## config.mk

```make
export PLATFORM = sky130hd
export DESIGN_NAME = gait_servo_sequencer
export DESIGN_NICKNAME = d
export VERILOG_FILES = /design/src/rtl/gss_pkg.sv /design/src/rtl/gss_step.sv /design/src/rtl/gss_scale.sv /design/src/rtl/gait_servo_sequencer.sv
export VERILOG_INCLUDE_DIRS = /design/src /design/src/rtl
export SDC_FILE = /design/constraint.sdc
export NUM_CORES = 1
export LEC_CHECK = 0
export ABC_AREA = 1
export BUFFER_PORTS_ARGS = -buffer_cell sky130_fd_sc_hd__buf_2
export CAP_MARGIN = 0
export CORE_ASPECT_RATIO = 0.8
export CORE_MARGIN = 3
export CORE_UTILIZATION = 45
export CTS_BUF_LIST = sky130_fd_sc_hd__clkbuf_4 sky130_fd_sc_hd__clkbuf_8
export CTS_CLUSTER_DIAMETER = 30
export DETAILED_ROUTE_END_ITERATION = 6
export PLACE_DENSITY = 0.65
export SLEW_MARGIN = 40
export SYNTH_ARGS = -nofsm -noshare
export SYNTH_HDL_FRONTEND = slang
export SYNTH_SLANG_ARGS = --single-unit
export TNS_END_PERCENT = 20
```

## constraint.sdc

```tcl
create_clock -name clk -period 17.7 [get_ports clk]
set_input_delay 2.655 -clock clk [delete_from_list [all_inputs] [get_ports clk]]
set_output_delay 2.655 -clock clk [all_outputs]
set_load 0.05 [all_outputs]
```

## src/rtl/gait_servo_sequencer_defines.svh

```systemverilog
// ----------------------------------------------------------------------------
// gait servo sequencer assertion macros
// shared property wrappers, clocked on clk and disabled while arst_n is low
// ----------------------------------------------------------------------------
`ifndef GAIT_SERVO_SEQUENCER_DEFINES_SVH
`define GAIT_SERVO_SEQUENCER_DEFINES_SVH

// consequent must hold in the same cycle as the antecedent
`define GSS_ASSERT_SAME(label, ante, cons, msg) \
	label: assert property (@(posedge clk) disable iff (!arst_n) (ante) |-> (cons)) \
		else $error(msg);

// consequent must hold in the cycle after the antecedent
`define GSS_ASSERT_NEXT(label, ante, cons, msg) \
	label: assert property (@(posedge clk) disable iff (!arst_n) (ante) |=> (cons)) \
		else $error(msg);

`endif

```

## src/rtl/gss_pkg.sv

```systemverilog
// ----------------------------------------------------------------------------
// gss_pkg
// types, codes and gait tables shared by the gait servo sequencer
// ----------------------------------------------------------------------------
`default_nettype none

package gss_pkg;

	localparam int unsigned N_SERVO = 3;
	localparam logic [1:0] SERVO_FRONT  = 2'd0;
	localparam logic [1:0] SERVO_MIDDLE = 2'd1;
	localparam logic [1:0] SERVO_REAR   = 2'd2;

	// input item kinds
	localparam logic ITEM_TICK = 1'b0;
	localparam logic ITEM_CMD  = 1'b1;

	// configuration register indexes (byte address bit 2)
	localparam logic REG_PULSE_MIN = 1'b0;
	localparam logic REG_PULSE_MAX = 1'b1;
	localparam logic [7:0] PULSE_MIN_RST = 8'd8;
	localparam logic [7:0] PULSE_MAX_RST = 8'd38;

	// gait selections
	localparam logic [2:0] GAIT_NONE = 3'd0;
	localparam logic [2:0] GAIT_F    = 3'd1;
	localparam logic [2:0] GAIT_B    = 3'd2;
	localparam logic [2:0] GAIT_L    = 3'd3;
	localparam logic [2:0] GAIT_R    = 3'd4;
	localparam logic [2:0] GAIT_STOP = 3'd5;

	localparam logic [3:0] LEN_FB   = 4'd5;
	localparam logic [3:0] LEN_LR   = 4'd9;
	localparam logic [3:0] LEN_STOP = 4'd1;

	// command characters
	localparam logic [7:0] CMD_F = 8'h66;
	localparam logic [7:0] CMD_B = 8'h62;
	localparam logic [7:0] CMD_L = 8'h6c;
	localparam logic [7:0] CMD_R = 8'h72;

	// lamps
	localparam logic [4:0] LAMP_STICKY = 5'b10000;
	localparam logic [4:0] LAMP_STOP   = 5'b00001;
	localparam logic [4:0] LAMP_F      = 5'b00010;
	localparam logic [4:0] LAMP_B      = 5'b00100;
	localparam logic [4:0] LAMP_L      = 5'b01000;
	localparam logic [4:0] LAMP_R      = 5'b10000;

	// angles in degrees
	localparam logic [7:0] ANG_CENTER   = 8'd90;
	localparam logic [7:0] ANG_MID_HIGH = 8'd105;
	localparam logic [7:0] ANG_MID_LOW  = 8'd75;
	localparam logic [7:0] ANG_LEG_LOW  = 8'd60;
	localparam logic [7:0] ANG_LEG_HIGH = 8'd120;
	localparam logic [7:0] ANG_MAX      = 8'd180;

	// floor(x / 45) for x below 2**14, so floor(p / 180) = floor((p >> 2) / 45)
	localparam logic [13:0] RECIP_45    = 14'd11651;
	localparam int unsigned RECIP_SHIFT = 19;

	// step kinds
	localparam logic [3:0] KIND_CENTER      = 4'd0;
	localparam logic [3:0] KIND_MID_UP      = 4'd1;
	localparam logic [3:0] KIND_LEGS_FWD    = 4'd2;
	localparam logic [3:0] KIND_MID_DOWN    = 4'd3;
	localparam logic [3:0] KIND_LEGS_BACK   = 4'd4;
	localparam logic [3:0] KIND_MID_SETTLE  = 4'd5;
	localparam logic [3:0] KIND_BACK_SETTLE = 4'd6;
	localparam logic [3:0] KIND_MID_RISE    = 4'd7;
	localparam logic [3:0] KIND_FWD_SETTLE  = 4'd8;
	localparam logic [3:0] KIND_SKIP        = 4'd9;

	localparam logic [3:0] SEQ_SLOTS = 4'd9;

	// gait rows, slot 0 in the low nibble
	localparam logic [35:0] SEQ_HOLD = {9{KIND_CENTER}};
	localparam logic [35:0] SEQ_F = {KIND_CENTER, KIND_CENTER, KIND_CENTER, KIND_CENTER,
		KIND_LEGS_BACK, KIND_MID_DOWN, KIND_LEGS_FWD, KIND_MID_UP, KIND_CENTER};
	localparam logic [35:0] SEQ_B = {KIND_CENTER, KIND_CENTER, KIND_CENTER, KIND_CENTER,
		KIND_LEGS_BACK, KIND_MID_UP, KIND_LEGS_FWD, KIND_MID_DOWN, KIND_CENTER};
	localparam logic [35:0] SEQ_L = {KIND_FWD_SETTLE, KIND_MID_RISE, KIND_LEGS_FWD,
		KIND_MID_UP, KIND_LEGS_BACK, KIND_MID_DOWN, KIND_LEGS_FWD, KIND_MID_UP,
		KIND_CENTER};
	localparam logic [35:0] SEQ_R = {KIND_BACK_SETTLE, KIND_MID_SETTLE, KIND_LEGS_BACK,
		KIND_MID_DOWN, KIND_LEGS_FWD, KIND_MID_UP, KIND_LEGS_BACK, KIND_MID_DOWN,
		KIND_CENTER};

	typedef struct packed {
		logic       kind;
		logic [7:0] command_byte;
	} gss_in_t;

	typedef struct packed {
		logic [7:0] front_compare;
		logic [7:0] middle_compare;
		logic [7:0] rear_compare;
		logic [4:0] led_pattern;
		logic [3:0] sequence_index;
	} gss_out_t;

	typedef struct packed {
		logic [7:0] front_angle;
		logic [7:0] middle_angle;
		logic [7:0] rear_angle;
		logic [3:0] index;
		logic [2:0] gait;
		logic [3:0] gait_len;
		logic [4:0] lamp;
		logic [7:0] last_command;
	} gss_state_t;

	typedef logic [N_SERVO-1:0][7:0] angle_vec_t;

	function automatic logic [3:0] seq_kind(input logic [2:0] gait, input logic [3:0] idx);
		logic [35:0] row;
		unique case (gait)
			GAIT_F:  row = SEQ_F;
			GAIT_B:  row = SEQ_B;
			GAIT_L:  row = SEQ_L;
			GAIT_R:  row = SEQ_R;
			default: row = SEQ_HOLD;
		endcase
		if (idx < SEQ_SLOTS) begin
			seq_kind = row[{idx, 2'b00} +: 4];
		end else begin
			seq_kind = KIND_SKIP;
		end
	endfunction

endpackage

`default_nettype wire

```

## src/rtl/gss_step.sv

```systemverilog
// ----------------------------------------------------------------------------
// gss_step
// next sequencer state for one tick or one command byte
// ----------------------------------------------------------------------------
`default_nettype none

module gss_step
	import gss_pkg::*;
(
	input  gss_state_t state,
	input  gss_in_t    item,
	output gss_state_t state_next
);

	logic [3:0] idx;
	logic [3:0] kind_code;
	logic       adv;
	logic [7:0] front;
	logic [7:0] middle;
	logic [7:0] rear;
	logic [4:0] lamp;

	always_comb begin
		state_next = state;
		idx        = state.index;
		kind_code  = KIND_SKIP;
		adv        = 1'b0;
		front      = state.front_angle;
		middle     = state.middle_angle;
		rear       = state.rear_angle;
		lamp       = state.lamp;

		if (item.kind == ITEM_CMD) begin
			if (item.command_byte != state.last_command) begin
				state_next.last_command = item.command_byte;
				state_next.index        = '0;
				lamp = state.lamp & LAMP_STICKY;
				unique case (item.command_byte)
					CMD_F: begin
						state_next.gait     = GAIT_F;
						state_next.gait_len = LEN_FB;
						lamp = lamp | LAMP_F;
					end
					CMD_B: begin
						state_next.gait     = GAIT_B;
						state_next.gait_len = LEN_FB;
						lamp = lamp | LAMP_B;
					end
					CMD_L: begin
						state_next.gait     = GAIT_L;
						state_next.gait_len = LEN_LR;
						lamp = lamp | LAMP_L;
					end
					CMD_R: begin
						state_next.gait     = GAIT_R;
						state_next.gait_len = LEN_LR;
						lamp = lamp | LAMP_R;
					end
					default: begin
						state_next.gait     = GAIT_STOP;
						state_next.gait_len = LEN_STOP;
						lamp = lamp | LAMP_STOP;
					end
				endcase
				state_next.lamp = lamp;
			end
		end else begin
			// rewind once the index runs past the gait
			if (({1'b0, state.index} + 5'd1) > {1'b0, state.gait_len}) begin
				idx = 4'd1;
			end
			kind_code = seq_kind(state.gait, idx);
			unique case (kind_code)
				KIND_CENTER: begin
					front  = ANG_CENTER;
					middle = ANG_CENTER;
					rear   = ANG_CENTER;
					lamp   = state.lamp & LAMP_STICKY;
					adv    = 1'b1;
				end
				KIND_MID_UP: begin
					middle = state.middle_angle + 8'd1;
					adv    = middle >= ANG_MID_HIGH;
					lamp   = state.lamp | LAMP_F;
				end
				KIND_LEGS_FWD: begin
					front = state.front_angle + 8'd1;
					rear  = state.rear_angle - 8'd1;
					adv   = (rear <= ANG_LEG_LOW) && (front >= ANG_LEG_HIGH);
				end
				KIND_MID_DOWN: begin
					lamp   = state.lamp & LAMP_STICKY;
					middle = state.middle_angle - 8'd1;
					adv    = middle <= ANG_MID_LOW;
				end
				KIND_LEGS_BACK: begin
					front = state.front_angle - 8'd1;
					rear  = state.rear_angle + 8'd1;
					adv   = (front <= ANG_LEG_LOW) && (rear >= ANG_LEG_HIGH);
				end
				KIND_MID_SETTLE: begin
					middle = state.middle_angle - 8'd1;
					adv    = middle <= ANG_CENTER;
				end
				KIND_BACK_SETTLE: begin
					front = state.front_angle - 8'd1;
					rear  = state.rear_angle + 8'd1;
					adv   = (front <= ANG_CENTER) && (rear >= ANG_CENTER);
				end
				KIND_MID_RISE: begin
					middle = state.middle_angle + 8'd1;
					adv    = middle >= ANG_CENTER;
				end
				KIND_FWD_SETTLE: begin
					front = state.front_angle + 8'd1;
					rear  = state.rear_angle - 8'd1;
					adv   = (front >= ANG_CENTER) && (rear <= ANG_CENTER);
				end
				default: begin
					adv = 1'b1;
				end
			endcase
			state_next.front_angle  = front;
			state_next.middle_angle = middle;
			state_next.rear_angle   = rear;
			state_next.lamp         = lamp;
			state_next.index        = adv ? (idx + 4'd1) : idx;
		end
	end

endmodule

`default_nettype wire

```

## src/rtl/gss_scale.sv

```systemverilog
// ----------------------------------------------------------------------------
// gss_scale
// angle to pulse compare conversion, two register stages
// ----------------------------------------------------------------------------
`default_nettype none

`include "gait_servo_sequencer_defines.svh"

module gss_scale
	import gss_pkg::*;
(
	input  logic       clk,
	input  logic       arst_n,
	input  logic       en,
	input  logic       valid_s2,
	input  logic       valid_s3,
	input  logic       tick_s2,
	input  angle_vec_t angles_s2,
	input  logic [7:0] pulse_min,
	input  logic [7:0] pulse_max,
	output angle_vec_t compare
);

	logic [7:0]  lo;
	logic [7:0]  hi;
	logic [7:0]  span;
	logic [15:0] prod_s3   [N_SERVO];
	logic        inrange_s3 [N_SERVO];
	logic [27:0] recip     [N_SERVO];
	logic [7:0]  compare_q [N_SERVO];

	assign lo   = pulse_min;
	assign hi   = (pulse_max < pulse_min) ? pulse_min : pulse_max;
	assign span = hi - lo;

	for (genvar i = 0; i < N_SERVO; i++) begin : g_servo
		// compares only move on a gait tick, never on a command byte
		always_ff @(posedge clk) begin
			if (en && valid_s2) begin
				prod_s3[i]    <= {8'd0, angles_s2[i]} * {8'd0, span};
				inrange_s3[i] <= tick_s2 && (angles_s2[i] <= ANG_MAX);
			end
		end

		// divide by 180: drop two bits, then multiply by the reciprocal of 45
		assign recip[i] = {14'd0, prod_s3[i][15:2]} * {14'd0, RECIP_45};

		// an angle past full scale keeps the previous compare value
		always_ff @(posedge clk or negedge arst_n) begin
			if (!arst_n) begin
				compare_q[i] <= '0;
			end else if (en && valid_s3 && inrange_s3[i]) begin
				compare_q[i] <= recip[i][RECIP_SHIFT +: 8] + lo;
			end
		end

		assign compare[i] = compare_q[i];
	end

	`GSS_ASSERT_NEXT(a_front_hold, en && valid_s3 && !inrange_s3[SERVO_FRONT], $stable(compare_q[SERVO_FRONT]), "front compare changed for an out of range angle")

endmodule

`default_nettype wire

```

## src/rtl/gait_servo_sequencer.sv

```systemverilog
// ----------------------------------------------------------------------------
// gait_servo_sequencer
// three-servo gait sequencer with pulse compare outputs
// ----------------------------------------------------------------------------
// Input channel (in_valid/in_stall/in_data) takes one item per transaction:
// a gait tick or a command byte. Every accepted item yields exactly one
// result transaction on out_valid/out_stall/out_data carrying the three
// servo compare values, the lamp pattern and the sequence index.
// One item per cycle is sustained while out_stall does not hold the pipe;
// the sequencer state is computed from the input register and registered,
// and the angle-to-compare scaling takes two more stages (the span
// multiply, then the reciprocal multiply for the divide by 180).
// While out_valid is high and out_stall is held, the whole pipe freezes and
// in_stall is raised; the result stays on out_data.
// Reset puts the angles at 0/90/180, no gait selected, lamps and compares
// cleared, pulse_min 8 and pulse_max 38. The APB registers are at byte
// address 0 (pulse_min) and 4 (pulse_max); pready is always high.
// ----------------------------------------------------------------------------
`default_nettype none

`include "gait_servo_sequencer_defines.svh"

module gait_servo_sequencer
	import gss_pkg::*;
(
	input  logic        clk,
	input  logic        arst_n,
	input  logic        in_valid,
	output logic        in_stall,
	input  gss_in_t     in_data,
	output logic        out_valid,
	input  logic        out_stall,
	output gss_out_t    out_data,
	input  logic        psel,
	input  logic        penable,
	input  logic        pwrite,
	input  logic [2:0]  paddr,
	input  logic [31:0] pwdata,
	output logic [31:0] prdata,
	output logic        pready
);

	logic       en;
	logic       cfg_wr;
	logic [7:0] pulse_min_q;
	logic [7:0] pulse_max_q;

	logic       valid_s1;
	gss_in_t    item_s1;
	gss_state_t state_q;
	gss_state_t state_d;

	logic       valid_s2;
	logic       tick_s2;
	angle_vec_t angles_s2;
	logic [4:0] lamp_s2;
	logic [3:0] index_s2;

	logic       valid_s3;
	logic [4:0] lamp_s3;
	logic [3:0] index_s3;

	logic       out_valid_q;
	logic [4:0] lamp_q;
	logic [3:0] index_q;
	angle_vec_t compare;

	// configuration port
	assign pready = 1'b1;
	assign cfg_wr = psel && penable && pwrite && pready;

	always_ff @(posedge clk or negedge arst_n) begin
		if (!arst_n) begin
			pulse_min_q <= PULSE_MIN_RST;
			pulse_max_q <= PULSE_MAX_RST;
		end else if (cfg_wr) begin
			unique case (paddr[2])
				REG_PULSE_MIN: pulse_min_q <= pwdata[7:0];
				REG_PULSE_MAX: pulse_max_q <= pwdata[7:0];
				default: ;
			endcase
		end
	end

	always_comb begin
		unique case (paddr[2])
			REG_PULSE_MIN: prdata = {24'd0, pulse_min_q};
			REG_PULSE_MAX: prdata = {24'd0, pulse_max_q};
			default:       prdata = '0;
		endcase
	end

	// whole pipe moves unless a finished result is being held
	assign en       = !(out_valid_q && out_stall);
	assign in_stall = !en;

	always_ff @(posedge clk or negedge arst_n) begin
		if (!arst_n) begin
			valid_s1    <= 1'b0;
			valid_s2    <= 1'b0;
			valid_s3    <= 1'b0;
			out_valid_q <= 1'b0;
		end else if (en) begin
			valid_s1    <= in_valid;
			valid_s2    <= valid_s1;
			valid_s3    <= valid_s2;
			out_valid_q <= valid_s3;
		end
	end

	always_ff @(posedge clk) begin
		if (en && in_valid) begin
			item_s1 <= in_data;
		end
	end

	gss_step u_step (
		.state      (state_q),
		.item       (item_s1),
		.state_next (state_d)
	);

	always_ff @(posedge clk or negedge arst_n) begin
		if (!arst_n) begin
			state_q.front_angle  <= 8'd0;
			state_q.middle_angle <= ANG_CENTER;
			state_q.rear_angle   <= ANG_MAX;
			state_q.index        <= '0;
			state_q.gait         <= GAIT_NONE;
			state_q.gait_len     <= '0;
			state_q.lamp         <= '0;
			state_q.last_command <= '0;
		end else if (en && valid_s1) begin
			state_q <= state_d;
		end
	end

	always_ff @(posedge clk) begin
		if (en && valid_s1) begin
			tick_s2                 <= (item_s1.kind == ITEM_TICK);
			angles_s2[SERVO_FRONT]  <= state_d.front_angle;
			angles_s2[SERVO_MIDDLE] <= state_d.middle_angle;
			angles_s2[SERVO_REAR]   <= state_d.rear_angle;
			lamp_s2                 <= state_d.lamp;
			index_s2                <= state_d.index;
		end
		if (en && valid_s2) begin
			lamp_s3  <= lamp_s2;
			index_s3 <= index_s2;
		end
	end

	always_ff @(posedge clk or negedge arst_n) begin
		if (!arst_n) begin
			lamp_q  <= '0;
			index_q <= '0;
		end else if (en && valid_s3) begin
			lamp_q  <= lamp_s3;
			index_q <= index_s3;
		end
	end

	gss_scale u_scale (
		.clk       (clk),
		.arst_n    (arst_n),
		.en        (en),
		.valid_s2  (valid_s2),
		.valid_s3  (valid_s3),
		.tick_s2   (tick_s2),
		.angles_s2 (angles_s2),
		.pulse_min (pulse_min_q),
		.pulse_max (pulse_max_q),
		.compare   (compare)
	);

	assign out_valid               = out_valid_q;
	assign out_data.front_compare  = compare[SERVO_FRONT];
	assign out_data.middle_compare = compare[SERVO_MIDDLE];
	assign out_data.rear_compare   = compare[SERVO_REAR];
	assign out_data.led_pattern    = lamp_q;
	assign out_data.sequence_index = index_q;

	`GSS_ASSERT_NEXT(a_s1_to_s2, en && valid_s1, valid_s2, "item lost between input register and stage 2")
	`GSS_ASSERT_NEXT(a_s3_to_out, en && valid_s3, out_valid_q, "item lost before result register")
	`GSS_ASSERT_SAME(a_lamp_sticky, 1'b1, !$fell(state_q.lamp[4]), "sticky lamp was cleared")
	`GSS_ASSERT_NEXT(a_cmd_index, en && valid_s1 && item_s1.kind == ITEM_CMD && item_s1.command_byte != state_q.last_command, state_q.index == '0, "new command did not rewind index")

endmodule

`default_nettype wire
```

==> impl_metrics.csv, run 1 <==
group,metric,value,unit
outcome,status,"finished, final reports clean",
worst_setup_path,critical_path_required,18020,ps
clocking,htreeDepth,4,
timing,fmax,0.1149,GHz
global_routing,grt_max_degree,62,
floorplanning,core_area,56070,um2
clocking,cts_made_buffers,17,
global_routing,grt.busiest_layer,"met1",
synth,ys_warn_count,0,
timing,finalSetupViolCount,0,
floorplanning,rows,77,
drt,drt-vias-per-instance,4.856,
clocking,cts_buffer_depth,2,
synth,ys.flop_type,"edfxtp_1",
clocking,clockRootBuffer,"clkbuf_8",
clocking,cts_resized,0,
synth,synth.distinct_cells,58,
clocking,clock_sinks,197,
drt,drc,0,
layout,seqCellArea,5430,um2
floorplanning,ioPinCount,119,
synth,synth_seq_area_share,20.97,%
synth,synth_area,25900,um2
drt,drt-total-wl,53.09,mm
floorplanning,dieArea,60490,um2
clocking,cts_tree,"built",
timing,worst_slack,8994,ps
layout,syn_to_final_growth,6.063,%
synth,synth-async-reset-ratio,50.76,%
drt,vias,18500,
timing,rsz0062_at_grt,"no",
synth,synth_area_per_cell,8.647,um2
global_routing,met3_usage,2.396,%
drt,postRouteAntennaNets,0,
global_routing,grt_remaining_overflow,0,
global_routing,use_met1,28.82,%
layout,drive_gt1_share,7.059,%
worst_setup_path,crit_type,"flop to flop",
synth,ys_seq_elements,197,
timing,slew_viol_final,0,
job,drv_cap,0,
worst_setup_path,max_stage_delay,720,ps
layout,finalInstanceArea,27470,um2
drt,dr.pass1.iters,5,
placement,post-dp-hpwl,44.07,mm
global_routing,met2_usage,27.58,%
global_routing,grt_first_pass_wirelength,91.20,mm
placement,dp_slack,8885,ps
clocking,clock_latency,540,ps
layout,fill_cells,5412,
timing,tightest_slew,777.7,ps
timing,relSlewSlack,48.10,%
synth,synth_edf_count,97,
timing,min_period,8706,ps
clocking,clk_pin_slew,120,ps
clocking,cts-hold-fix-buffers,0,
worst_setup_path,cp_common_cell,"nand2_1",
floorplanning,die_h,220.6,um
placement,numPortBuffers,67,
worst_setup_path,arrival,9030,ps
floorplanning,die_x,274.2,um
global_routing,grt.total_usage,18.45,%
synth,synthCells,2995,
drt,wire_per_inst,13.93,um
worst_setup_path,cp-start-kind,"flop",
timing,finalHoldViolations,0,
global_routing,grt_pass1_vias,18170,
timing,fin_tns_setup,0,ps
worst_setup_path,rrSetupSlack,8990,ps
min_path,hold_class,"flop to flop",
placement,gp_congestion,0.8636,
placement,placedInstanceArea,26990,um2
floorplanning,initial_utilization,46.19,%
worst_setup_path,crit_path_max_fanout,17,
layout,fin_util,48.99,%
layout,nNetsFinal,3795,
worst_setup_path,end_kind,"flop",
layout,multi_input_area,17630,um2
timing,fin_crit_sh,49.18,%
clocking,post_cts_buffers,0,
drt,drt-initial-drc-count,978,
worst_setup_path,crit_path_top_delay_cell,"dfrtp_1",
layout,antenna_cells,0,
global_routing,antenna_found_initial,0,
timing,finalClockSkew,22.27,ps
[routing by layer]
metal / part of all wire [%] / routed length (um)
met1: 54 / 28590
met2: 41 / 21920
met3: 4.0 / 2136
met4: 0.83 / 439
met5: 0 / 0
[synthesized netlist by cell type (all sizes together), types with 3 or more instances]
cell,instances,area [um2]
o221ai,7,61.31
o31ai,14,105.1
a21oi,141,735.7
o21bai,10,75.07
fa,238,4765
nor2,264,1077
buf,33,241.5
xor2,86,753.2
nand4,27,168.9
dfrtp,88,2202
a211oi,3,22.52
inv,688,2585
o21ai,173,922.1
o211ai,19,177.7
a31oi,13,81.33
a21o,3,22.52
edfxtp,97,2913
clkbuf,34,127.6
or2,20,125.1
nand2,403,1595
o21a,6,45.04
ha,459,5743
nor4,6,37.54
nor3,32,160.2
dfstp,12,315.3
xnor2,37,324.1
nand3,62,372.9
[worst max-delay path: cells and delay by family (launching register included)]
kind / cells / cell delay (ps)
and+or+nand+nor: 13 / 1280
adders and majority gates: 7 / 3020
DFF: 1 / 720
buffers and inverters: 8 / 1170
xor gates and xnor gates: 1 / 300
AOI/OAI and AO/OA: 12 / 1980
[kinds of logic (layout without fill, tap and decap cells)]
logic type / count (synthesis) / count (layout) / share of synthesized area, %
and+or+nand+nor: 818 / 818 / 13.76
buffers and inverters: 757 / 799 / 11.44
adders and majority gates: 697 / 697 / 40.57
AOI/OAI and AO/OA: 401 / 401 / 9.078
DFF: 197 / 197 / 20.97
xor gates and xnor gates: 123 / 123 / 4.160
other: 2 / 25 / 0.02900
[cell usage in the layout, fill, tap and decap left out, drive strengths merged, types with 3 or more instances in the layout]
cell type,count
a211oi,3
clkbuf,18
fa,238
o211ai,19
nor3,32
xnor2,37
xor2,86
buf,76
clkinv,7
o21bai,10
nand3,62
nand4,27
o221ai,7
dfstp,12
nor2,264
dfrtp,88
o31ai,14
nand2,403
a31oi,13
inv,698
nor4,6
ha,459
edfxtp,97
o21a,6
a21o,3
conb,25
a21oi,141
or2,20
o21ai,173
[metrics by stage]
step,std cells,hold slack [ps]
floorplan,3018,400.3
global placement,3776,401.6
detailed placement,3776,405.6
CTS,3808,434.4
global route,3810,440.7
finish,3810,431.3
[state kept, by name, summed over array words and instances (netlist names), 4 cells and up]
register,count
state_q,47
u_scale.prod_s3,42
index_s2,4
lamp_q,5
u_scale.compare,24
pulse_min_q,8
lamp_s2,5
angles_s2,24
index_q,4
pulse_max_q,8
lamp_s3,5
index_s3,4
item_s1,9
[layout make-up]
| type | count | area share (%) |
|---|---|---|
| Multi-Input combinational cell | 2064 | 64.19 |
| Sequential cell | 197 | 19.77 |
| Inverter | 690 | 9.438 |
| Tap cell | 750 | 3.416 |
| Timing Repair Buffer | 77 | 1.535 |
| Clock buffer | 17 | 0.8518 |
| Clock inverter | 15 | 0.7971 |
[final timing paths]
kind	start	to	cells after the start
worst min register to register	lamp_s2[1]	lamp_s3[1]	0
min in group asynchronous	arst_n	u_scale.compare[16]	1
worst max register to register	pulse_min_q[1]	u_scale.prod_s3[0][46]	41
worst max-delay path	pulse_min_q[1]	u_scale.prod_s3[0][46]	41
worst min-delay path	lamp_s2[1]	lamp_s3[1]	0
max in group asynchronous	arst_n	valid_s1	2
Power of run 1 is not shown: default switching activity piles up to over one toggle a cycle in this logic, so the estimate is an artifact.
==> run 2: changes to the inputs <==
--- a/config.mk
+++ b/config.mk
@@ -6,7 +6,7 @@
 export SDC_FILE = /design/constraint.sdc
 export NUM_CORES = 1
 export LEC_CHECK = 0
-export ABC_AREA = 1
+export ABC_AREA = 0
 export BUFFER_PORTS_ARGS = -buffer_cell sky130_fd_sc_hd__buf_2
 export CAP_MARGIN = 0
 export CORE_ASPECT_RATIO = 0.8
==> constraint.sdc (replaced) <==
create_clock -name clk -period 8.2 [get_ports clk]
set_input_delay 1.23 -clock clk [delete_from_list [all_inputs] [get_ports clk]]
set_output_delay 1.23 -clock clk [all_outputs]
set_load 0.05 [all_outputs]
==> impl_metrics.csv, run 2 <==
group,metric,value,unit
clocking,clock_sinks,197,
drt,drc,0,
drt,postRouteAntennaNets,0,
synth,synthCells,2685,
global_routing,grt_max_degree,66,
synth,ys_warn_count,0,
global_routing,grt_pass1_vias,18940,
global_routing,grt_remaining_overflow,0,
global_routing,antenna_found_initial,0,
drt,vias,18330,
clocking,cts_buffer_depth,2,
timing,fin_crit_sh,95.84,%
drt,drt-initial-drc-count,1191,
worst_setup_path,max_stage_delay,550,ps
timing,tightest_slew,852.5,ps
timing,slew_viol_final,0,
floorplanning,ioPinCount,119,
clocking,cts_made_buffers,17,
outcome,status,"finished, final reports clean",
floorplanning,die_h,220.0,um
layout,syn_to_final_growth,7.298,%
synth,synthTopCellsByArea,"ha_1, fa_1, edfxtp_1, dfrtp_1, inv_1",
floorplanning,initial_utilization,46.04,%
worst_setup_path,arrival,8150,ps
worst_setup_path,crit_family,"compound AO/OA/AOI/OAI gates",
layout,fin_util,49.40,%
placement,gp_congestion,0.8965,
worst_setup_path,end_kind,"flop",
timing,relSlewSlack,43.16,%
drt,dr.pass1.iters,5,
placement,post-dp-hpwl,44.29,mm
floorplanning,core_area,55970,um2
worst_setup_path,cp-start-kind,"flop",
synth,synth_area_per_cell,9.598,um2
clocking,clk_pin_slew,130,ps
worst_setup_path,cp_common_cell,"a21o_1",
global_routing,grt_first_pass_wirelength,93.61,mm
min_path,hold_class,"flop to flop",
floorplanning,rows,77,
layout,nNetsFinal,3489,
placement,numPortBuffers,67,
synth,synth_seq_area_share,21.07,%
synth,synth-async-reset-ratio,50.76,%
layout,antenna_cells,0,
synth,ys.flop_type,"edfxtp_1",
drt,wire_per_inst,15.58,um
worst_setup_path,critical_path_required,8490,ps
clocking,clock_latency,540,ps
clocking,cts_tree,"built",
worst_setup_path,crit_path_max_fanout,4,
clocking,cts-hold-fix-buffers,0,
synth,yosysMostFrequentCell,"inv_1",
synth,synth_commonest_cells,"inv_1, ha_1, fa_1",
layout,largestRegisters,"state_q x47, u_scale.prod_s3 x42",
timing,rsz0062_at_grt,"yes",
layout,fill_cells,5138,
timing,finalSetupViolCount,0,
floorplanning,dieArea,60190,um2
layout,largest_reg_flops,47,
timing,finalClockSkew,19.27,ps
layout,final_common_cell,"inv_1",
synth,synth_edf_count,97,
timing,fmax,0.1272,GHz
synth,synth_top_area_share,22.29,%
job,drv_cap,0,
synth,synth_top_area_cell,"ha_1",
drt,drt-vias-per-instance,5.231,
floorplanning,die_x,273.6,um
clocking,clockRootBuffer,"clkbuf_8",
layout,drive_gt1_share,9.368,%
layout,most-common-layout-cells,"inv_1, ha_1, fa_1",
synth,synth_area,25770,um2
synth,synth.distinct_cells,93,
layout,regMostFlops,"state_q",
worst_setup_path,crit_type,"flop to flop",
worst_setup_path,path_buf_inv,3,
timing,min_period,7859,ps
worst_setup_path,crit_path_top_delay_cell,"dfstp_2",
drt,drt-total-wl,54.58,mm
timing,finalHoldViolations,0,
synth,ys_seq_elements,197,
clocking,htreeDepth,4,
global_routing,grt.total_usage,18.87,%
run 2: changes by cell type in the layout (fill, tap and decap cells not counted), sizes merged, moves of 24 or more:
cell / change
nand2: -238
inv: -198
nor2: -158
and2: +124
nor2b: +54
mux2: +52
xnor2: +51
o21ai: -47
xor2: -47
a21o: +46
a21oi: -43
buf: +34
nand3: -24
run 2: logic make-up (layout without fill, tap and decap cells):
family / count (synthesis) / in the layout / synth area share (%)
DFF: 197 / 197 / 21.07
muxes: 55 / 55 / 2.403
AOI/OAI and AO/OA: 422 / 422 / 10.56
and+or+nand+nor: 598 / 598 / 11.83
adders and majority gates: 697 / 697 / 40.77
xor gates and xnor gates: 127 / 127 / 4.346
other: 2 / 25 / 0.02914
buffers and inverters: 587 / 633 / 8.987
run 2: worst reg2reg max path: cells and delay by family (launching register included):
family / cells / cell delay (ps)
flip-flops: 1 / 550
adder cells (fa/ha/maj): 7 / 2780
XOR/XNOR: 2 / 370
AND/OR/NAND/NOR: 7 / 640
buffers and inverters: 3 / 170
multiplexers: 1 / 320
AO/OA/AOI/OAI: 17 / 2790
run 2: final timing paths:
path,to,start,cells past startpoint,slack (ps)
max in group asynchronous,lamp_q[0],arst_n,2,6510
min in group asynchronous,u_scale.compare[18],arst_n,1,630
worst max-delay path,u_scale.prod_s3[0][47],pulse_max_q[1],37,340
worst min-delay path,index_s3[0],index_s2[0],0,440
worst min register to register,index_s3[0],index_s2[0],0,440
worst max register to register,u_scale.prod_s3[0][47],pulse_max_q[1],37,340
run 2: layer usage:
layer	vias up	GRT usage (%)	wire length [um]
met5	-	0	0
met4	0	3.983	700
met3	44	2.123	1907
met2	338	30.08	24260
met1	8973	27.66	27710
li1	8973	-	-
run 2: area by class of cell:
type	instances	area, um2	area share [%]
clock buffers	17	234.0	0.8462
clock inverters	15	239.0	0.8643
inverters	491	1843	6.665
multi-input cells	1924	18260	66.05
flip-flops and latches	197	5431	19.64
well taps	750	938.4	3.394
repair buffers	110	701.9	2.539
run 2: what timing repair did:
| action | in CTS | in global routing |
|---|---|---|
| pin swaps | 0 | 16 |
| resized for setup | 3 | 30 |
| hold endpoints to repair | 0 | 0 |
| endpoints found under the setup margin | 6 | 15 |
| gates cloned | 0 | 1 |
| buffers inserted | 0 | 13 |
run 2: through the flow:
| step | instance area [um2] | hold slack (ps) | std cells | worst slack, ps | setup TNS [ps] |
|---|---|---|---|---|---|
| floorplan | 25870 | 400.3 | 2708 | 51.05 | 0 |
| global placement | 26920 | 406.4 | 3458 | 70.30 | 0 |
| detailed placement | 26930 | 407.4 | 3458 | -42.15 | -43.03 |
| CTS | 27410 | 436.6 | 3490 | 14.10 | 0 |
| global route | 27650 | 440.7 | 3504 | -73.21 | -179.1 |
| finish | 27650 | 436.9 | 3504 | 341.1 | 0 |
Power of run 2 is left out for the same reason.
